$ cat src/hw/rtl/stbc_pkg.sv
package stbc_pkg;

   localparam int RUN_W = 8;
   localparam int CNT_W = 12;
   localparam int CSR_W = 12;
   localparam int IDX_W = 3;

   localparam logic [RUN_W-1:0] RUN_LENGTH_RST      = 8'd30;
   localparam logic [CNT_W-1:0] REPEAT_INTERVAL_RST = 12'd300;
   localparam logic [CNT_W-1:0] ERROR_LIMIT_RST     = 12'd3600;
   localparam logic [CNT_W-1:0] CNT_MAX             = 12'hFFF;

   typedef enum logic [1:0] {
      FUNC_TICK      = 2'd0,
      FUNC_UP_EDGE   = 2'd1,
      FUNC_LOW1_EDGE = 2'd2,
      FUNC_LOW2_EDGE = 2'd3
   } func_type;

   typedef enum logic [2:0] {
      CTRL_IDLE   = 3'd0,
      CTRL_FILTER = 3'd1,
      CTRL_FIRST  = 3'd2,
      CTRL_CONT   = 3'd3,
      CTRL_ERROR  = 3'd4
   } ctrl_type;

   typedef enum logic [IDX_W-1:0] {
      CSR_OP_MODE         = 3'd0,
      CSR_MASTER_ON       = 3'd1,
      CSR_HEAT_ON         = 3'd2,
      CSR_RUN_LENGTH      = 3'd3,
      CSR_REPEAT_INTERVAL = 3'd4,
      CSR_ERROR_LIMIT     = 3'd5
   } csr_idx_type;

   typedef struct packed {
      logic             op_mode;
      logic             master_on;
      logic             heat_on;
      logic [RUN_W-1:0] run_length;
      logic [CNT_W-1:0] repeat_interval;
      logic [CNT_W-1:0] error_limit;
   } cfg_type;

   typedef struct packed {
      func_type func;
      logic     up_active;
      logic     down1_active;
      logic     down2_active;
   } item_type;

   typedef struct packed {
      logic             blow_on;
      logic             heater_on;
      logic [2:0]       ctrl_code;
      logic             getup_pulse;
      logic             birth_pulse;
      logic             timer_active;
      logic [RUN_W-1:0] run_remaining;
   } result_type;

   typedef struct packed {
      ctrl_type         ctrl;
      logic [RUN_W-1:0] run_left;
      logic [CNT_W-1:0] interval_count;
      logic [CNT_W-1:0] interval_phase;
      logic             seen_one;
      logic             seen_two;
      logic             timer;
   } state_type;

   function automatic state_type idle_state();
      state_type s;
      s.ctrl           = CTRL_IDLE;
      s.run_left       = '0;
      s.interval_count = '0;
      s.interval_phase = '0;
      s.seen_one       = 1'b0;
      s.seen_two       = 1'b0;
      s.timer          = 1'b0;
      return s;
   endfunction

   // reload the blower when a lower edge was latched
   function automatic state_type rearm(state_type s_in, logic [RUN_W-1:0] run_length);
      state_type s;
      s = s_in;
      if (s.seen_one || s.seen_two) begin
         s.run_left = run_length;
         s.seen_one = 1'b0;
         s.seen_two = 1'b0;
      end
      return s;
   endfunction

endpackage

$ cat src/hw/rtl/stbc_req_if.sv
interface stbc_req_if;
   logic       valid;
   logic       ready;
   logic [1:0] func;
   logic       up_active;
   logic       down1_active;
   logic       down2_active;

   modport source (output valid, output func, output up_active, output down1_active,
                   output down2_active, input ready);
   modport sink (input valid, input func, input up_active, input down1_active,
                 input down2_active, output ready);
endinterface

$ cat src/hw/rtl/stbc_rsp_if.sv
interface stbc_rsp_if;
   logic       valid;
   logic       ready;
   logic       blow_on;
   logic       heater_on;
   logic [2:0] ctrl_code;
   logic       getup_pulse;
   logic       birth_pulse;
   logic       timer_active;
   logic [7:0] run_remaining;

   modport source (output valid, output blow_on, output heater_on, output ctrl_code,
                   output getup_pulse, output birth_pulse, output timer_active,
                   output run_remaining, input ready);
   modport sink (input valid, input blow_on, input heater_on, input ctrl_code,
                 input getup_pulse, input birth_pulse, input timer_active,
                 input run_remaining, output ready);
endinterface

$ cat src/hw/rtl/stbc_cfg_regs.sv
module stbc_cfg_regs
   import stbc_pkg::*;
(
   input  logic             clock,
   input  logic             reset,
   input  logic             csr_wr_en,
   input  logic [IDX_W-1:0] csr_index,
   input  logic [CSR_W-1:0] csr_data,
   output cfg_type          cfg
);

   cfg_type cfg_ff;
   cfg_type cfg_in;

   always_comb begin
      cfg_in = cfg_ff;
      if (csr_wr_en) begin
         unique case (csr_index)
            CSR_OP_MODE:         cfg_in.op_mode         = csr_data[0];
            CSR_MASTER_ON:       cfg_in.master_on       = csr_data[0];
            CSR_HEAT_ON:         cfg_in.heat_on         = csr_data[0];
            CSR_RUN_LENGTH:      cfg_in.run_length      = csr_data[RUN_W-1:0];
            CSR_REPEAT_INTERVAL: cfg_in.repeat_interval = csr_data[CNT_W-1:0];
            CSR_ERROR_LIMIT:     cfg_in.error_limit     = csr_data[CNT_W-1:0];
            default:             cfg_in = cfg_ff;
         endcase
      end
   end

   always_ff @(posedge clock) begin
      if (reset) begin
         cfg_ff.op_mode         <= 1'b0;
         cfg_ff.master_on       <= 1'b0;
         cfg_ff.heat_on         <= 1'b0;
         cfg_ff.run_length      <= RUN_LENGTH_RST;
         cfg_ff.repeat_interval <= REPEAT_INTERVAL_RST;
         cfg_ff.error_limit     <= ERROR_LIMIT_RST;
      end else begin
         cfg_ff <= cfg_in;
      end
   end

   assign cfg = cfg_ff;

endmodule

$ cat src/hw/rtl/stbc_core.sv
module stbc_core
   import stbc_pkg::*;
(
   input  logic       clock,
   input  logic       reset,
   input  cfg_type    cfg,
   input  item_type   item,
   input  logic       step_en,
   output result_type result
);

   state_type state_ff;
   state_type state_in;

   always_comb begin
      state_type s;
      logic      getup;
      logic      birth;
      logic      blower;
      s     = state_ff;
      getup = 1'b0;
      birth = 1'b0;
      case (item.func) inside
         FUNC_UP_EDGE: begin
            if (item.up_active && !cfg.op_mode) begin
               s.timer    = 1'b1;
               s.ctrl     = CTRL_FILTER;
               s.run_left = cfg.run_length;
            end
         end
         FUNC_LOW1_EDGE, FUNC_LOW2_EDGE: begin
            if (item.func == FUNC_LOW1_EDGE) begin
               s.seen_one = 1'b1;
            end else begin
               s.seen_two = 1'b1;
            end
            if (cfg.op_mode) begin
               s.run_left = '0;
               s.timer    = 1'b1;
            end
         end
         default: begin
            if (s.timer && !cfg.op_mode) begin
               if (s.ctrl == CTRL_FILTER) begin
                  s.ctrl = CTRL_FIRST;
                  if (!item.up_active) begin
                     s = idle_state();
                  end else begin
                     getup = 1'b1;
                     s     = rearm(s, cfg.run_length);
                  end
               end
               if (s.ctrl == CTRL_FIRST) begin
                  if (!item.up_active) begin
                     s = idle_state();
                  end else begin
                     s = rearm(s, cfg.run_length);
                  end
               end
               if (s.ctrl == CTRL_CONT) begin
                  if (!item.up_active) begin
                     s = idle_state();
                  end else begin
                     s = rearm(s, cfg.run_length);
                     if (item.down1_active || item.down2_active) begin
                        if (s.run_left == '0) begin
                           if (s.interval_count != CNT_MAX) begin
                              s.interval_count = s.interval_count + 1'b1;
                           end
                           s.interval_phase = s.interval_phase + 1'b1;
                           if (s.interval_phase >= cfg.repeat_interval) begin
                              s.interval_phase = '0;
                              s.run_left       = cfg.run_length;
                           end
                           if (s.interval_count == cfg.error_limit) begin
                              s.ctrl = CTRL_ERROR;
                           end
                        end
                     end else begin
                        s.interval_count = '0;
                        s.interval_phase = '0;
                     end
                  end
               end
               if (s.run_left != '0) begin
                  s.run_left = s.run_left - 1'b1;
                  if (s.run_left == RUN_W'(1)) begin
                     s.ctrl = CTRL_CONT;
                  end
               end
            end else if (s.timer) begin
               if (s.seen_one || s.seen_two) begin
                  s.seen_one = 1'b0;
                  s.seen_two = 1'b0;
                  birth      = 1'b1;
               end else begin
                  s.timer = 1'b0;
               end
            end
         end
      endcase

      blower                = cfg.master_on && (s.run_left != '0);
      state_in              = s;
      result.blow_on        = blower;
      result.heater_on      = blower && cfg.heat_on;
      result.ctrl_code      = s.ctrl;
      result.getup_pulse    = getup;
      result.birth_pulse    = birth;
      result.timer_active   = s.timer;
      result.run_remaining  = s.run_left;
   end

   always_ff @(posedge clock) begin
      if (reset) begin
         state_ff <= idle_state();
      end else if (step_en) begin
         state_ff <= state_in;
      end
   end

endmodule

$ cat src/hw/rtl/sensor_timed_blower_controller.sv
// The request is held in the input register, then the core steps it and the result is held in the output register.
// Throughput: one request per cycle, sustained while rsp_ch is ready.
// The input register lets a new request enter while a result waits in the result register.
// Reset (synchronous, active high): controller idle, timer stopped,
// countdown and counters zero, registers at their default values.
module sensor_timed_blower_controller
   import stbc_pkg::*;
(
   input  logic             clock,
   input  logic             reset,
   stbc_req_if.sink         req_ch,
   stbc_rsp_if.source       rsp_ch,
   input  logic             csr_wr_en,
   input  logic [IDX_W-1:0] csr_index,
   input  logic [CSR_W-1:0] csr_data
);

   cfg_type    cfg;
   result_type step_result;

   logic       in_valid_ff;
   logic       in_valid_in;
   item_type   in_item_ff;
   logic       out_valid_ff;
   logic       out_valid_in;
   result_type out_result_ff;
   logic       advance;
   logic       req_take;

   assign advance      = in_valid_ff && (!out_valid_ff || rsp_ch.ready);
   assign req_ch.ready = !in_valid_ff || advance;
   assign req_take     = req_ch.valid && req_ch.ready;

   always_comb begin
      in_valid_in = in_valid_ff;
      if (req_take) begin
         in_valid_in = 1'b1;
      end else if (advance) begin
         in_valid_in = 1'b0;
      end
      out_valid_in = out_valid_ff;
      if (advance) begin
         out_valid_in = 1'b1;
      end else if (rsp_ch.ready) begin
         out_valid_in = 1'b0;
      end
   end

   always_ff @(posedge clock) begin
      if (reset) begin
         in_valid_ff  <= 1'b0;
         out_valid_ff <= 1'b0;
      end else begin
         in_valid_ff  <= in_valid_in;
         out_valid_ff <= out_valid_in;
      end
   end

   always_ff @(posedge clock) begin
      if (req_take) begin
         in_item_ff.func         <= func_type'(req_ch.func);
         in_item_ff.up_active    <= req_ch.up_active;
         in_item_ff.down1_active <= req_ch.down1_active;
         in_item_ff.down2_active <= req_ch.down2_active;
      end
      if (advance) begin
         out_result_ff <= step_result;
      end
   end

   stbc_cfg_regs u_cfg (
      .clock     (clock),
      .reset     (reset),
      .csr_wr_en (csr_wr_en),
      .csr_index (csr_index),
      .csr_data  (csr_data),
      .cfg       (cfg)
   );

   stbc_core u_core (
      .clock   (clock),
      .reset   (reset),
      .cfg     (cfg),
      .item    (in_item_ff),
      .step_en (advance),
      .result  (step_result)
   );

   assign rsp_ch.valid         = out_valid_ff;
   assign rsp_ch.blow_on       = out_result_ff.blow_on;
   assign rsp_ch.heater_on     = out_result_ff.heater_on;
   assign rsp_ch.ctrl_code     = out_result_ff.ctrl_code;
   assign rsp_ch.getup_pulse   = out_result_ff.getup_pulse;
   assign rsp_ch.birth_pulse   = out_result_ff.birth_pulse;
   assign rsp_ch.timer_active  = out_result_ff.timer_active;
   assign rsp_ch.run_remaining = out_result_ff.run_remaining;

endmodule

$ cat src/flat_wrapper.sv
// flat-port wrapper written by rule: the top's interface ports become plain ports
module sensor_timed_blower_controller_flat import stbc_pkg::*;
  (clock, reset, csr_wr_en, csr_index, csr_data, req_ch_valid, req_ch_func, req_ch_up_active, req_ch_down1_active, req_ch_down2_active, req_ch_ready, rsp_ch_valid, rsp_ch_blow_on, rsp_ch_heater_on, rsp_ch_ctrl_code, rsp_ch_getup_pulse, rsp_ch_birth_pulse, rsp_ch_timer_active, rsp_ch_run_remaining, rsp_ch_ready);
  stbc_req_if req_ch_i ();
  stbc_rsp_if rsp_ch_i ();
  input  logic clock;
  input  logic reset;
  input  logic csr_wr_en;
  input  logic [IDX_W-1:0] csr_index;
  input  logic [CSR_W-1:0] csr_data;
  input wire logic [$bits(req_ch_i.valid)-1:0] req_ch_valid;
  input wire logic [$bits(req_ch_i.func)-1:0] req_ch_func;
  input wire logic [$bits(req_ch_i.up_active)-1:0] req_ch_up_active;
  input wire logic [$bits(req_ch_i.down1_active)-1:0] req_ch_down1_active;
  input wire logic [$bits(req_ch_i.down2_active)-1:0] req_ch_down2_active;
  output wire logic [$bits(req_ch_i.ready)-1:0] req_ch_ready;
  output wire logic [$bits(rsp_ch_i.valid)-1:0] rsp_ch_valid;
  output wire logic [$bits(rsp_ch_i.blow_on)-1:0] rsp_ch_blow_on;
  output wire logic [$bits(rsp_ch_i.heater_on)-1:0] rsp_ch_heater_on;
  output wire logic [$bits(rsp_ch_i.ctrl_code)-1:0] rsp_ch_ctrl_code;
  output wire logic [$bits(rsp_ch_i.getup_pulse)-1:0] rsp_ch_getup_pulse;
  output wire logic [$bits(rsp_ch_i.birth_pulse)-1:0] rsp_ch_birth_pulse;
  output wire logic [$bits(rsp_ch_i.timer_active)-1:0] rsp_ch_timer_active;
  output wire logic [$bits(rsp_ch_i.run_remaining)-1:0] rsp_ch_run_remaining;
  input wire logic [$bits(rsp_ch_i.ready)-1:0] rsp_ch_ready;
  assign req_ch_i.valid = req_ch_valid;
  assign req_ch_i.func = req_ch_func;
  assign req_ch_i.up_active = req_ch_up_active;
  assign req_ch_i.down1_active = req_ch_down1_active;
  assign req_ch_i.down2_active = req_ch_down2_active;
  assign req_ch_ready = req_ch_i.ready;
  assign rsp_ch_valid = rsp_ch_i.valid;
  assign rsp_ch_blow_on = rsp_ch_i.blow_on;
  assign rsp_ch_heater_on = rsp_ch_i.heater_on;
  assign rsp_ch_ctrl_code = rsp_ch_i.ctrl_code;
  assign rsp_ch_getup_pulse = rsp_ch_i.getup_pulse;
  assign rsp_ch_birth_pulse = rsp_ch_i.birth_pulse;
  assign rsp_ch_timer_active = rsp_ch_i.timer_active;
  assign rsp_ch_run_remaining = rsp_ch_i.run_remaining;
  assign rsp_ch_i.ready = rsp_ch_ready;
  sensor_timed_blower_controller u_core (.clock(clock), .reset(reset), .req_ch(req_ch_i), .rsp_ch(rsp_ch_i), .csr_wr_en(csr_wr_en), .csr_index(csr_index), .csr_data(csr_data));
endmodule
$ cat config.mk
export PLATFORM = sky130hd
export DESIGN_NAME = sensor_timed_blower_controller_flat
export DESIGN_NICKNAME = d
export VERILOG_FILES = /design/src/hw/rtl/stbc_pkg.sv /design/src/hw/rtl/stbc_req_if.sv /design/src/hw/rtl/stbc_rsp_if.sv /design/src/hw/rtl/stbc_cfg_regs.sv /design/src/hw/rtl/stbc_core.sv /design/src/hw/rtl/sensor_timed_blower_controller.sv /design/src/flat_wrapper.sv
export SDC_FILE = /design/constraint.sdc
export NUM_CORES = 1
export LEC_CHECK = 0
export BUFFER_PORTS_ARGS = -buffer_cell sky130_fd_sc_hd__buf_2
export CAP_MARGIN = 40
export CORE_ASPECT_RATIO = 1.1
export CORE_MARGIN = 5
export CORE_UTILIZATION = 44
export DETAILED_ROUTE_END_ITERATION = 10
export MAX_ROUTING_LAYER = met4
export PLACE_DENSITY_LB_ADDON = 0.25
export SYNTH_ARGS = -nofsm -noshare
export SYNTH_HDL_FRONTEND = slang
export SYNTH_SLANG_ARGS = --single-unit
$ cat constraint.sdc
create_clock -name clock -period 14.7 [get_ports clock]
set_input_delay 2.205 -clock clock [delete_from_list [all_inputs] [get_ports clock]]
set_output_delay 2.205 -clock clock [all_outputs]
set_load 0.01 [all_outputs]
# Word-level counts from Yosys, hierarchy flattened
# Cells that the tools add are included.
[op_classes]
addsub = 3
mul = 0
div_mod_pow = 0
magnitude_cmp = 1
n_eq_ne = 16
shifts = 0
n_mux = 64
n_bitwise = 5
reduce_logical = 34
[op_table]
columns = ["cell", "n"]
rows = [
  ["$mux W38", 14],
  ["$mux W12", 9],
  ["$mux W8", 12],
  ["$mux W35", 2],
  ["$mux W37", 1],
  ["$mux W11", 3],
  ["$add A12 B1 Y12 const B", 2],
  ["$mux W24", 1],
  ["$mux W3", 6],
  ["$reduce_bool A8 Y1", 2],
  ["$eq A12 B12 Y1", 1],
  ["$eq A3 B2 Y1 const B", 4],
  ["$ge A12 B12 Y1", 1],
  ["$mux W1", 12],
  ["$ne A12 B12 Y1 const B", 1],
  ["$reduce_and A2 Y1", 6],
  ["$reduce_and A4 Y1", 3],
  ["$reduce_or A5 Y1", 2],
  ["$eq A8 B1 Y1 const B", 1],
  ["$logic_not A8 Y1", 1],
  ["$mux W2", 4],
  ["$sub A8 B1 Y8 const B", 1],
  ["$eq A3 B1 Y1 const B", 2],
  ["$eq A3 B3 Y1 const B", 2],
  ["11 further kinds", 30],
]
[word_totals]
reg_bits = 96
latchBits = 0
ramBits = 0
mem_bits_ro = 0
out_inout_bits = 18
n_memories = 0

# Depth between registers and ports, before layout
# Gate-level depths: netlist (run 1).
[logic_depth]
word_depth = 48
mapped_depth = 28
ltp_nobuf = 25

# Hierarchy
# From an unflattened synthesis (run 1), not the netlist that was laid out.
[hier_totals]
cells_unflattened = 755
hier_area_um2 = 6346.1
[modules_own_cells]
columns = ["module", "instances", "cells_each", "area_per_inst_um2"]
rows = [
  ["stbc_core", 1, 581, 4121.5],
  ["stbc_cfg_regs", 1, 143, 1490.2],
  ["sensor_timed_blower_controller", 1, 31, 734.5],
]

# Least setup slack after synthesis (run 1)
# Ideal clock, no wire load.
[synth_path]
path_kind = "register to register"
from = "reg u_core.u_core.state_ff[35] (netlist name)"
to = "reg u_core.out_result_ff, in the netlist u_core.rsp_ch.blow_on, data pin"
setup_time_ns = 0.272
arrival_ns = 5.489
path_slack_ns = 8.938
path_stages_with_launch = 29
path_cell_list = "dfxtp_1 > buf_2 > xor2_1 > nand2_1 > buf_2 > clkbuf_1 > and2_1 > ha_1 > nand3_1 > nor2_1 > nand2_1 > nor2_1 > nand3_1 > xor2_1 > nor2_1 > ha_1 > a211oi_1 > nand2_1 > a21oi_1 > nand2_1 > a41oi_1 > ha_1 > inv_1 > or3_1 > o2bb2ai_1 > a211oi_1 > o21ai_1 > nor4b_2 > a31oi_1"
[synth_rtl]
columns = ["element", "line_no", "source"]
rows = [
  ["start, declared", "stbc_core.sv:12", "state_type state_ff;"],
  ["start signal, assigned", "stbc_core.sv:116", "state_ff <= idle_state();"],
  ["start signal, assigned", "stbc_core.sv:118", "state_ff <= state_in;"],
  ["end signal, assigned", "sensor_timed_blower_controller.sv:67", "out_result_ff <= step_result;"],
  ["end, declared", "sensor_timed_blower_controller.sv:26", "result_type out_result_ff;"],
]

==> impl_metrics.json, run 1 <==
{
  "status": "finished, final reports clean",
  "power.switching_uw": 180,
  "r2r_start": "u_core.u_core.state_ff[36]",
  "placedInstanceArea_mm2": 0.00687,
  "clk_pin_slew_ns": 0.07,
  "worstPathArrival_ns": 7.03,
  "met2_usage": 0.390,
  "drt_iter0_drc": 824,
  "worstPathMaxFanout": 20,
  "hold_slack_ns": 0.461,
  "fin_area_mm2": 0.00718,
  "swShare": 0.289,
  "postCtsSetupBuffers": 0,
  "fp.dieW_um": 127,
  "syn_avg_cell_area_um2": 7.80,
  "path_class": "flip-flop to flip-flop",
  "io_buffers": 42,
  "cts_tree": "yes",
  "vias": 6521,
  "clock-sinks": 96,
  "wl_um": 20800,
  "place_congestion": 0.962,
  "clockRootBuffer": "clkbuf_16",
  "p_seq_frac": 0.460,
  "area_delta_synth_final_pct": 8.82,
  "insertion_delay_ns": 0.36,
  "p_comb_frac": 0.147,
  "cts_buffers": 9,
  "worstHoldStart": "u_core.u_cfg.cfg[19]",
  "antennaDiodeCount": 0,
  "initial_core_util": 0.443,
  "synth.distinct_cells": 84,
  "drv_slew": 0,
  "async_flop_share": 0,
  "dr.pass1.iters": 5,
  "max-slew-margin-rel": 0.479,
  "crit_required_ns": 14.78,
  "drc": 0,
  "pre_cts_slack_ns": 7.84,
  "p_per_area_mw_per_mm2": 87.1,
  "p_int_uw": 445,
  "synth_edf_count": 21,
  "fmax_ghz": 0.144,
  "min_period_over_period": 0.473,
  "hpwl_um": 15300,
  "crit_path_frequent_cell": "nand2_1",
  "p_clk_frac": 0.393,
  "synth_fp_nets": 892,
  "h-tree-depth": 3,
  "syn_inst": 846,
  "antenna_found_initial": 0,
  "hold_path_class": "flip-flop to flip-flop",
  "grt_pass1_vias": 6107,
  "postRouteAntennaNets": 0,
  "grt_overflow_total": 0,
  "setup_viol": 0,
  "track_usage": 0.240,
  "nNetsFinal": 900,
  "syn_area_mm2": 0.00660,
  "via_per_inst": 6.18,
  "coreArea_mm2": 0.0149,
  "ys_seq_area_frac": 0.323,
  "die-area_mm2": 0.0175,
  "die_y_um": 138,
  "ctsResizeCount": 0,
  "worst_clock_skew_ns": 0.0108,
  "startpoint": "u_core.u_core.state_ff[36]",
  "postLayoutSetupSlackWorst_ns": 7.75,
  "ys_ff_latch": 96,
  "rows": 47,
  "hold_viol": 0,
  "hold_buffers": 0,
  "crit_path_top_delay_cell": "dfxtp_1",
  "slowest_delay_ns": 0.71,
  "irDropWorstVdd_v": 0.0000740,
  "grtUsageMet3": 0.0336,
  "crit_path_end_kind": "flip-flop",
  "grt_max_degree": 63,
  "io_pins": 43,
  "globalRouteMet1Util": 0.298,
  "worstMarginPinSlew_ns": 0.778,
  "startpoint_type": "flip-flop",
  "yosys_warnings": 0,
  "leakagePower_uw": 0.00261,
  "drive_gt1_frac": 0.106,
  "clockBufferDepth": 2,
  "power_uw": 625,
  "wl_per_cell_um": 19.7,
  "synth_ff_type": "dfxtp_1",
  "rsz0062_at_grt": "no",
  "grt-busiest-layer": "met2",
  "fin_setup_tns_ns": 0,
  "grt_pass1_wl_um": 32900,
  "drv_cap": 0,
  "period_minus_slack_ns": 6.95
}
[placed cells by master (no fill, tap or decap), types with 4 or more instances in the layout]
| cell type | instances |
|---|---|
| a31o_2 | 4 |
| or3_1 | 7 |
| o2111ai_1 | 4 |
| nor2_1 | 77 |
| clkbuf_16 | 9 |
| ha_1 | 21 |
| edfxtp_1 | 21 |
| and4_1 | 5 |
| inv_1 | 37 |
| a22o_1 | 7 |
| o21ai_0 | 39 |
| a22oi_1 | 17 |
| nand3_1 | 34 |
| buf_2 | 43 |
| a31oi_1 | 12 |
| a21oi_1 | 72 |
| and3_1 | 7 |
| or2_2 | 4 |
| and2_1 | 7 |
| nor4_1 | 9 |
| nor2b_1 | 10 |
| nand2_1 | 122 |
| xnor2_1 | 13 |
| o211ai_1 | 13 |
| and4b_1 | 4 |
| nand4_1 | 4 |
| nand2b_1 | 7 |
| dfxtp_1 | 75 |
| mux2i_1 | 10 |
| or4_1 | 6 |
| a211oi_1 | 21 |
| nor3_1 | 28 |
| a21o_1 | 4 |
| o21a_1 | 4 |
| xor2_1 | 12 |
| o21ai_1 | 5 |
| buf_4 | 6 |
[power by group through the flow]
stage / combinational, µW / clock, µW / sequential [µW]
final: 92.2 / 246 / 288
after CTS: 90.9 / 250 / 287
after global routing: 101 / 262 / 288
after detailed placement: 90.4 / 0 / 293
after global placement: 90.6 / 0 / 293
after floorplan: 67.1 / 0 / 289
[cell families after synthesis]
logic type / count (synthesis) / share of synthesized area
compound gates: 247 / 0.255
xor+xnor: 26 / 0.0374
fa+ha+maj: 21 / 0.0398
buf+inv: 88 / 0.0550
flops: 96 / 0.323
mux: 13 / 0.0207
simple gates: 355 / 0.269
[final cells by class]
class                   instances  area, µm²
clock buffers                   9        225
repair buffers                 49        260
well taps                     196        245
flip-flops and latches         96       2130
inverters                      36        135
clock inverters                 7       78.8
fillers                      1464       7700
multi-input cells             662       4100
[metal layers]
layer / vias to the layer above / part of all wire
li1: 3113 / -
met1: 3030 / 0.42
met2: 309 / 0.48
met3: 69 / 0.060
met4: 0 / 0.042
met5: - / 0
[worst max-delay path, delay by kind of cell (launching register included)]
family                     cells  cell delay [ns]
and+or+nand+nor               12             2.85
AOI/OAI and AO/OA              7             1.89
adders and majority gates      3             0.74
DFF                            1             0.71
xor gates and xnor gates       2             0.42
buffers and inverters          1             0.05
[worst paths after layout]
| check | cells past startpoint | end | slack (ns) |
|---|---|---|---|
| hold reg to reg | 2 | u_core.u_cfg.cfg[19] | 0.46 |
| setup reg to reg | 25 | u_core.rsp_ch.blow_on | 7.75 |
| setup / recovery | 25 | u_core.rsp_ch.blow_on | 7.75 |
| hold / removal | 2 | u_core.u_cfg.cfg[19] | 0.46 |
[stage by stage]
step / util / instances
floorplan: - / 846
global placement: 0.462 / 1038
detailed placement: 0.462 / 1039
CTS: 0.482 / 1055
global route: 0.482 / 1055
finish: 0.482 / 1055
[registers in the layout (all words and copies together), names as in the netlist]
register and count:
u_core.rsp_ch.ctrl_code 3, u_core.u_core.state_ff 38, u_core.in_valid_ff 1, u_core.rsp_ch.blow_on 1
u_core.rsp_ch.heater_on 1, u_core.rsp_ch.valid 1, u_core.rsp_ch.run_remaining 8, u_core.rsp_ch.getup_pulse 1
u_core.rsp_ch.birth_pulse 1, u_core.u_cfg.cfg 35, u_core.in_item_ff 5, u_core.rsp_ch.timer_active 1
[synth_stat cells, types with 7 or more instances]
master,count,area share
a22oi_1,17,0.019
a31oi_1,12,0.011
clkbuf_1,34,0.019
buf_2,13,0.0099
dfxtp_1,75,0.23
nor3_1,28,0.021
o211ai_1,13,0.015
mux2i_1,10,0.015
xnor2_1,13,0.017
nor2_1,77,0.044
nor4_1,9,0.0085
edfxtp_1,21,0.096
a211oi_1,21,0.024
nand2_1,122,0.069
nand3_1,34,0.026
nor2b_1,10,0.0095
and3_1,7,0.0066
and2_1,7,0.0066
inv_1,36,0.020
o21ai_0,39,0.030
or3_1,7,0.0066
nand2b_1,7,0.0066
ha_1,21,0.040
a22o_1,7,0.0093
a21oi_1,72,0.055
xor2_1,12,0.016
Power figures use the tool's default switching activity.
==> run 2, diff against run 1 <==
--- a/config.mk
+++ b/config.mk
@@ -5,6 +5,7 @@
 export SDC_FILE = /design/constraint.sdc
 export NUM_CORES = 1
 export LEC_CHECK = 0
+export ABC_AREA = 1
 export BUFFER_PORTS_ARGS = -buffer_cell sky130_fd_sc_hd__buf_2
 export CAP_MARGIN = 40
 export CORE_ASPECT_RATIO = 1.1
==> constraint.sdc (replaced) <==
create_clock -name clock -period 6.85 [get_ports clock]
set_input_delay 1.0275 -clock clock [delete_from_list [all_inputs] [get_ports clock]]
set_output_delay 1.0275 -clock clock [all_outputs]
set_load 0.01 [all_outputs]
==> run 2 against run 1 <==
  * Flip-flop and latch count is the same
  * First-iteration DRC count shrank 37%
  * Highest routed layer unchanged
  * Sequential share of layout area shrank 0.95 points
  * Critical path depth grew 15
  * Maximum frequency grew 14%
==> impl_metrics.json, run 2 <==
{
  "postRouteAntennaNets": 0,
  "grt_pass1_wl_um": 31700,
  "synthXorXnorAreaFrac": 0.0272,
  "yosys-top-cells-area": "dfxtp_1, nand2_1, edfxtp_1, inv_1, a21oi_1",
  "die_y_um": 140,
  "synth_compound_area_frac": 0.189,
  "crit_path_top_delay_cell": "dfxtp_1",
  "ys_seq_area_frac": 0.315,
  "worstPathArrival_ns": 6.23,
  "synth_top_area_frac": 0.222,
  "fin_area_mm2": 0.00741,
  "drt_iter0_drc": 521,
  "worstPathMaxFanout": 16,
  "track_usage": 0.224,
  "startpoint": "u_core.u_core.state_ff[37]",
  "syn_inst": 1046,
  "initial_core_util": 0.450,
  "p_clk_frac": 0.338,
  "rr_worst_depth": 40,
  "startpoint_type": "flip-flop",
  "holdPathEnd": "u_core.u_cfg.cfg[13]",
  "h-tree-depth": 3,
  "clk_pin_slew_ns": 0.07,
  "synth.distinct_cells": 40,
  "area_delta_synth_final_pct": 9.50,
  "fp.dieW_um": 128,
  "hpwl_um": 14300,
  "min_period_over_period": 0.892,
  "placedInstanceArea_mm2": 0.00714,
  "cts_buffers": 9,
  "crit_required_ns": 6.97,
  "irDropWorstVdd_v": 0.000126,
  "p_seq_frac": 0.429,
  "rsz0062_at_grt": "no",
  "async_flop_share": 0,
  "vias": 6896,
  "power.switching_uw": 488,
  "drv_slew": 0,
  "worst_clock_skew_ns": 0.0101,
  "period_minus_slack_ns": 6.11,
  "antennaDiodeCount": 0,
  "dr.pass1.iters": 7,
  "swShare": 0.338,
  "synth.most_common_cell": "nand2_1",
  "ctsResizeCount": 0,
  "antenna_found_initial": 0,
  "setup_viol": 0,
  "whs_path_depth": 2,
  "wl_um": 19300,
  "hold_viol": 0,
  "synth_fp_nets": 1092,
  "grt_overflow_total": 0,
  "hold_buffers": 0,
  "worstHoldStart": "u_core.u_cfg.cfg[13]",
  "yosys_warnings": 0,
  "drv_cap": 0,
  "rows": 47,
  "synthMuxAreaShare": 0,
  "fin_setup_tns_ns": 0,
  "insertion_delay_ns": 0.35,
  "r2r_start": "u_core.u_core.state_ff[37]",
  "path_class": "flip-flop to flip-flop",
  "worstMarginPinSlew_ns": 0.732,
  "wl_per_cell_um": 15.1,
  "io_buffers": 42,
  "cts_tree": "yes",
  "syn_avg_cell_area_um2": 6.47,
  "fmax_ghz": 0.164,
  "p_int_uw": 958,
  "reg2reg_setup_slack_ns": 0.74,
  "p_per_area_mw_per_mm2": 195,
  "die-area_mm2": 0.0180,
  "synth_ff_type": "dfxtp_1",
  "final_common_cell": "nand2_1",
  "layout_common_cells": "nand2_1, inv_1, a21oi_1",
  "rr_endpoint": "u_core.rsp_ch.blow_on",
  "p_comb_frac": 0.233,
  "ys_ff_latch": 96,
  "synth_top_family_by_area": "simple AND/OR/NAND/NOR gates",
  "via_per_inst": 5.42,
  "status": "finished, final reports clean",
  "synth-simple-area-share": 0.323,
  "drc": 0,
  "clockBufferDepth": 2,
  "nNetsFinal": 1118,
  "syn_area_mm2": 0.00677,
  "yosys-top-cells-count": "nand2_1, inv_1, a21oi_1",
  "postCtsSetupBuffers": 0,
  "top_register": "u_core.u_core.state_ff",
  "slowest_delay_ns": 0.38,
  "place_congestion": 0.959,
  "fin_util": 0.492,
  "crit_path_end_kind": "flip-flop",
  "drive_gt1_frac": 0.103,
  "largest_reg_flops": 38,
  "coreArea_mm2": 0.0151,
  "grt_max_degree": 44,
  "hold_slack_ns": 0.460,
  "leakagePower_uw": 0.00345,
  "grt_pass1_vias": 6304,
  "clockRootBuffer": "clkbuf_16",
  "max-slew-margin-rel": 0.512,
  "hold_path_class": "flip-flop to flip-flop",
  "synth_edf_count": 21,
  "synth_area_leader_cell": "dfxtp_1",
  "io_pins": 43,
  "clock-sinks": 96,
  "crit_path_frequent_cell": "nand2_1",
  "synthAdderAreaFrac": 0.0388
}
## run 2: final cells by class
cell class	count	area [µm²]
clock inverter	4	27.5
tap	196	245
clock buffer	12	246
multi-input combinational	762	3920
fill	1600	7640
inverter	155	589
timing repair buffer	48	255
sequential	96	2130
## run 2: worst max-delay path by stage
stage / to / slack, ns / cells after the start
after floorplan: u_core.rsp_ch.heater_on / 1.81 / 43
after global placement: u_core.rsp_ch.heater_on / 1.03 / 42
after detailed placement: u_core.rsp_ch.blow_on / 0.79 / 40
after CTS: u_core.rsp_ch.blow_on / 0.78 / 40
after global routing: u_core.rsp_ch.blow_on / 0.02 / 40
final: u_core.rsp_ch.blow_on / 0.74 / 40
## run 2: metal layers
layer  vias to the layer above  routed length, µm  GRT usage
met5                         -                  0          -
met4                         0                399     0.0670
met3                        31               1220     0.0289
met2                       233               8820      0.345
met1                      3142               8830      0.306
li1                       3490                  -          -
## run 2: critical path: cells and delay by family, from the launching register on
family,cells,cell delay [ns]
AO/OA/AOI/OAI,3,0.44
XOR/XNOR,1,0.17
adder cells (fa/ha/maj),2,0.49
buffers and inverters,9,1.16
flip-flops,1,0.38
AND/OR/NAND/NOR,25,3.18
## run 2: cells by family (layout without fill, tap and decap cells)
family | after synthesis | in the layout
and+or+nand+nor | 492 | 492
AOI/OAI and AO/OA | 228 | 228
buffers and inverters | 188 | 219
DFF | 96 | 96
adders and majority gates | 21 | 21
xor gates and xnor gates | 21 | 21
## run 2: stage by stage
step | worst slack (ns) | power, µW | std cells
5_1_grt | 0.0154 | 1520 | 1273
4_1_cts | 0.785 | 1450 | 1273
3_3_place_gp | 1.03 | 963 | 1257
2_1_floorplan | 1.81 | 878 | 1046
6_report | 0.739 | 1450 | 1273
3_5_place_dp | 0.787 | 962 | 1257
## run 2: power groups by stage
stage | registers, µW | logic (µW) | clock network (µW)
floorplan | 630 | 248 | 0
global placement | 632 | 330 | 0
detailed placement | 632 | 330 | 0
CTS | 619 | 332 | 501
global route | 622 | 378 | 523
finish | 620 | 337 | 489
==> run 3, diff against run 2 <==
--- a/config.mk
+++ b/config.mk
@@ -12,7 +12,6 @@
 export CORE_MARGIN = 5
 export CORE_UTILIZATION = 44
 export DETAILED_ROUTE_END_ITERATION = 10
-export MAX_ROUTING_LAYER = met4
 export PLACE_DENSITY_LB_ADDON = 0.25
 export SYNTH_ARGS = -nofsm -noshare
 export SYNTH_HDL_FRONTEND = slang
==> run 3 against run 2 <==
  * First-iteration DRC count increased by 37%
  * Routed wire length is 0.45% higher
  * Combinational power is essentially flat
  * Critical path depth is 2 lower
  * Non-clock buffer count is the same
  * Final area increased by 0.95%
  * Critical endpoint is now u_core.rsp_ch.heater_on
  * Largest cell class unchanged
==> impl_metrics.json, run 3 (same netlist as run 2, synthesis figures left out) <==
{
  "die-area_mm2": 0.0180,
  "worstMarginPinSlew_ns": 0.776,
  "min_period_over_period": 0.886,
  "antenna_found_initial": 0,
  "hpwl_um": 14400,
  "track_usage": 0.220,
  "grt_pass1_vias": 6318,
  "crit_path_end_kind": "flip-flop",
  "fmax_ghz": 0.165,
  "leakagePower_uw": 0.00349,
  "io_buffers": 42,
  "via_per_inst": 5.40,
  "setup_viol": 0,
  "clock-sinks": 96,
  "grt_max_degree": 44,
  "crit_path_frequent_cell": "nand2_1",
  "wl_um": 19400,
  "fin_cells": 1273,
  "startpoint_type": "flip-flop",
  "postCtsSetupBuffers": 0,
  "ctsResizeCount": 0,
  "max-slew-margin-rel": 0.483,
  "initial_core_util": 0.450,
  "worstPathArrival_ns": 6.19,
  "place_congestion": 0.964,
  "hold_path_class": "flip-flop to flip-flop",
  "clockBufferDepth": 2,
  "worstPathMaxFanout": 16,
  "hold_viol": 0,
  "insertion_delay_ns": 0.36,
  "final_common_cell": "nand2_1",
  "postLayoutSetupSlackWorst_ns": 0.780,
  "h-tree-depth": 3,
  "rsz0062_at_grt": "no",
  "coreArea_mm2": 0.0151,
  "nNetsFinal": 1118,
  "grt_pass1_wl_um": 32200,
  "wl_per_cell_um": 15.2,
  "status": "finished, final reports clean",
  "area_delta_synth_final_pct": 10.5,
  "fp.dieW_um": 128,
  "drv_cap": 0,
  "top_register": "u_core.u_core.state_ff",
  "fin_area_mm2": 0.00748,
  "die_y_um": 140,
  "layout_common_cells": "nand2_1, inv_1, a21oi_1",
  "drive_gt1_frac": 0.104,
  "rows": 47,
  "drv_slew": 0,
  "cts_tree": "yes",
  "fin_setup_tns_ns": 0,
  "p_per_area_mw_per_mm2": 208,
  "cts_buffers": 9,
  "drt_iter0_drc": 712,
  "crit_required_ns": 6.97,
  "antennaDiodeCount": 0,
  "clockRootBuffer": "clkbuf_16",
  "path_class": "flip-flop to flip-flop",
  "pre_cts_slack_ns": 0.885,
  "period_minus_slack_ns": 6.07,
  "drc": 0,
  "placedInstanceArea_mm2": 0.00714,
  "vias": 6873,
  "fin_util": 0.497,
  "grt_overflow_total": 0,
  "dr.pass1.iters": 6,
  "slowest_delay_ns": 0.37,
  "irDropWorstVdd_v": 0.000155,
  "hold_buffers": 0,
  "postRouteAntennaNets": 0,
  "dp.cells": 1257,
  "worst_clock_skew_ns": 0.0106,
  "largest_reg_flops": 38,
  "clk_pin_slew_ns": 0.07,
  "io_pins": 43,
  "crit_path_top_delay_cell": "dfxtp_1"
}
## run 3: changes by cell type in the layout (fill, tap and decap cells not counted)
cell	delta
bufinv_16	+3
inv_6	-1
inv_8	+1
clkinv_1	+1
clkbuf_8	-1
clkinv_4	+1
inv_4	-1
clkinvlp_4	-1
clkbuf_1	-2
## run 3: critical path: cells and delay by family (launching register included)
| kind | cells | cell delay, ns |
|---|---|---|
| and+or+nand+nor | 24 | 3.18 |
| buffers and inverters | 8 | 1.13 |
| adders and majority gates | 2 | 0.49 |
| AOI/OAI and AO/OA | 3 | 0.46 |
| DFF | 1 | 0.37 |
| xor gates and xnor gates | 1 | 0.17 |
## run 3: per-layer routing
| layer | vias up | track usage | share of wire |
|---|---|---|---|
| met5 | - | 0 | 0 |
| met4 | 0 | 0.0559 | 0.021 |
| met3 | 32 | 0.0350 | 0.063 |
| met1 | 3106 | 0.311 | 0.46 |
| met2 | 244 | 0.349 | 0.45 |
| li1 | 3491 | - | - |
## run 3: area by class of cell
class / count / area (µm²)
Clock inverter: 7 / 119
Sequential cell: 96 / 2130
Multi-Input combinational cell: 762 / 3920
Timing Repair Buffer: 48 / 255
Inverter: 155 / 589
Tap cell: 196 / 245
Fill cell: 1552 / 7570
Clock buffer: 9 / 225
## run 3: report_power, final
| group | switching (µW) | leakage, µW | total [µW] | internal (µW) |
|---|---|---|---|---|
| clock network | 240 | 0.000169 | 598 | 358 |
| logic | 239 | 0.00251 | 336 | 97.4 |
| registers | 17.8 | 0.000810 | 620 | 603 |
| total | 496 | 0.00349 | 1560 | 1060 |
## run 3: worst paths after layout
check | startpoint | endpoint | slack (ns) | cells after the start
worst min-delay path | u_core.u_cfg.cfg[23] | u_core.u_cfg.cfg[23] | 0.46 | 2
worst max-delay path | u_core.u_core.state_ff[37] | u_core.rsp_ch.heater_on | 0.78 | 38
worst max register to register | u_core.u_core.state_ff[37] | u_core.rsp_ch.heater_on | 0.78 | 38
worst min register to register | u_core.u_cfg.cfg[23] | u_core.u_cfg.cfg[23] | 0.46 | 2
## run 3: metrics by stage
| stage | total power [µW] | hold WS, ns |
|---|---|---|
| after CTS | 1560 | 0.461 |
| after detailed placement | 963 | 0.451 |
| after global routing | 1640 | 0.471 |
| final | 1560 | 0.460 |
| after floorplan | 878 | 0.433 |
| after global placement | 963 | 0.445 |
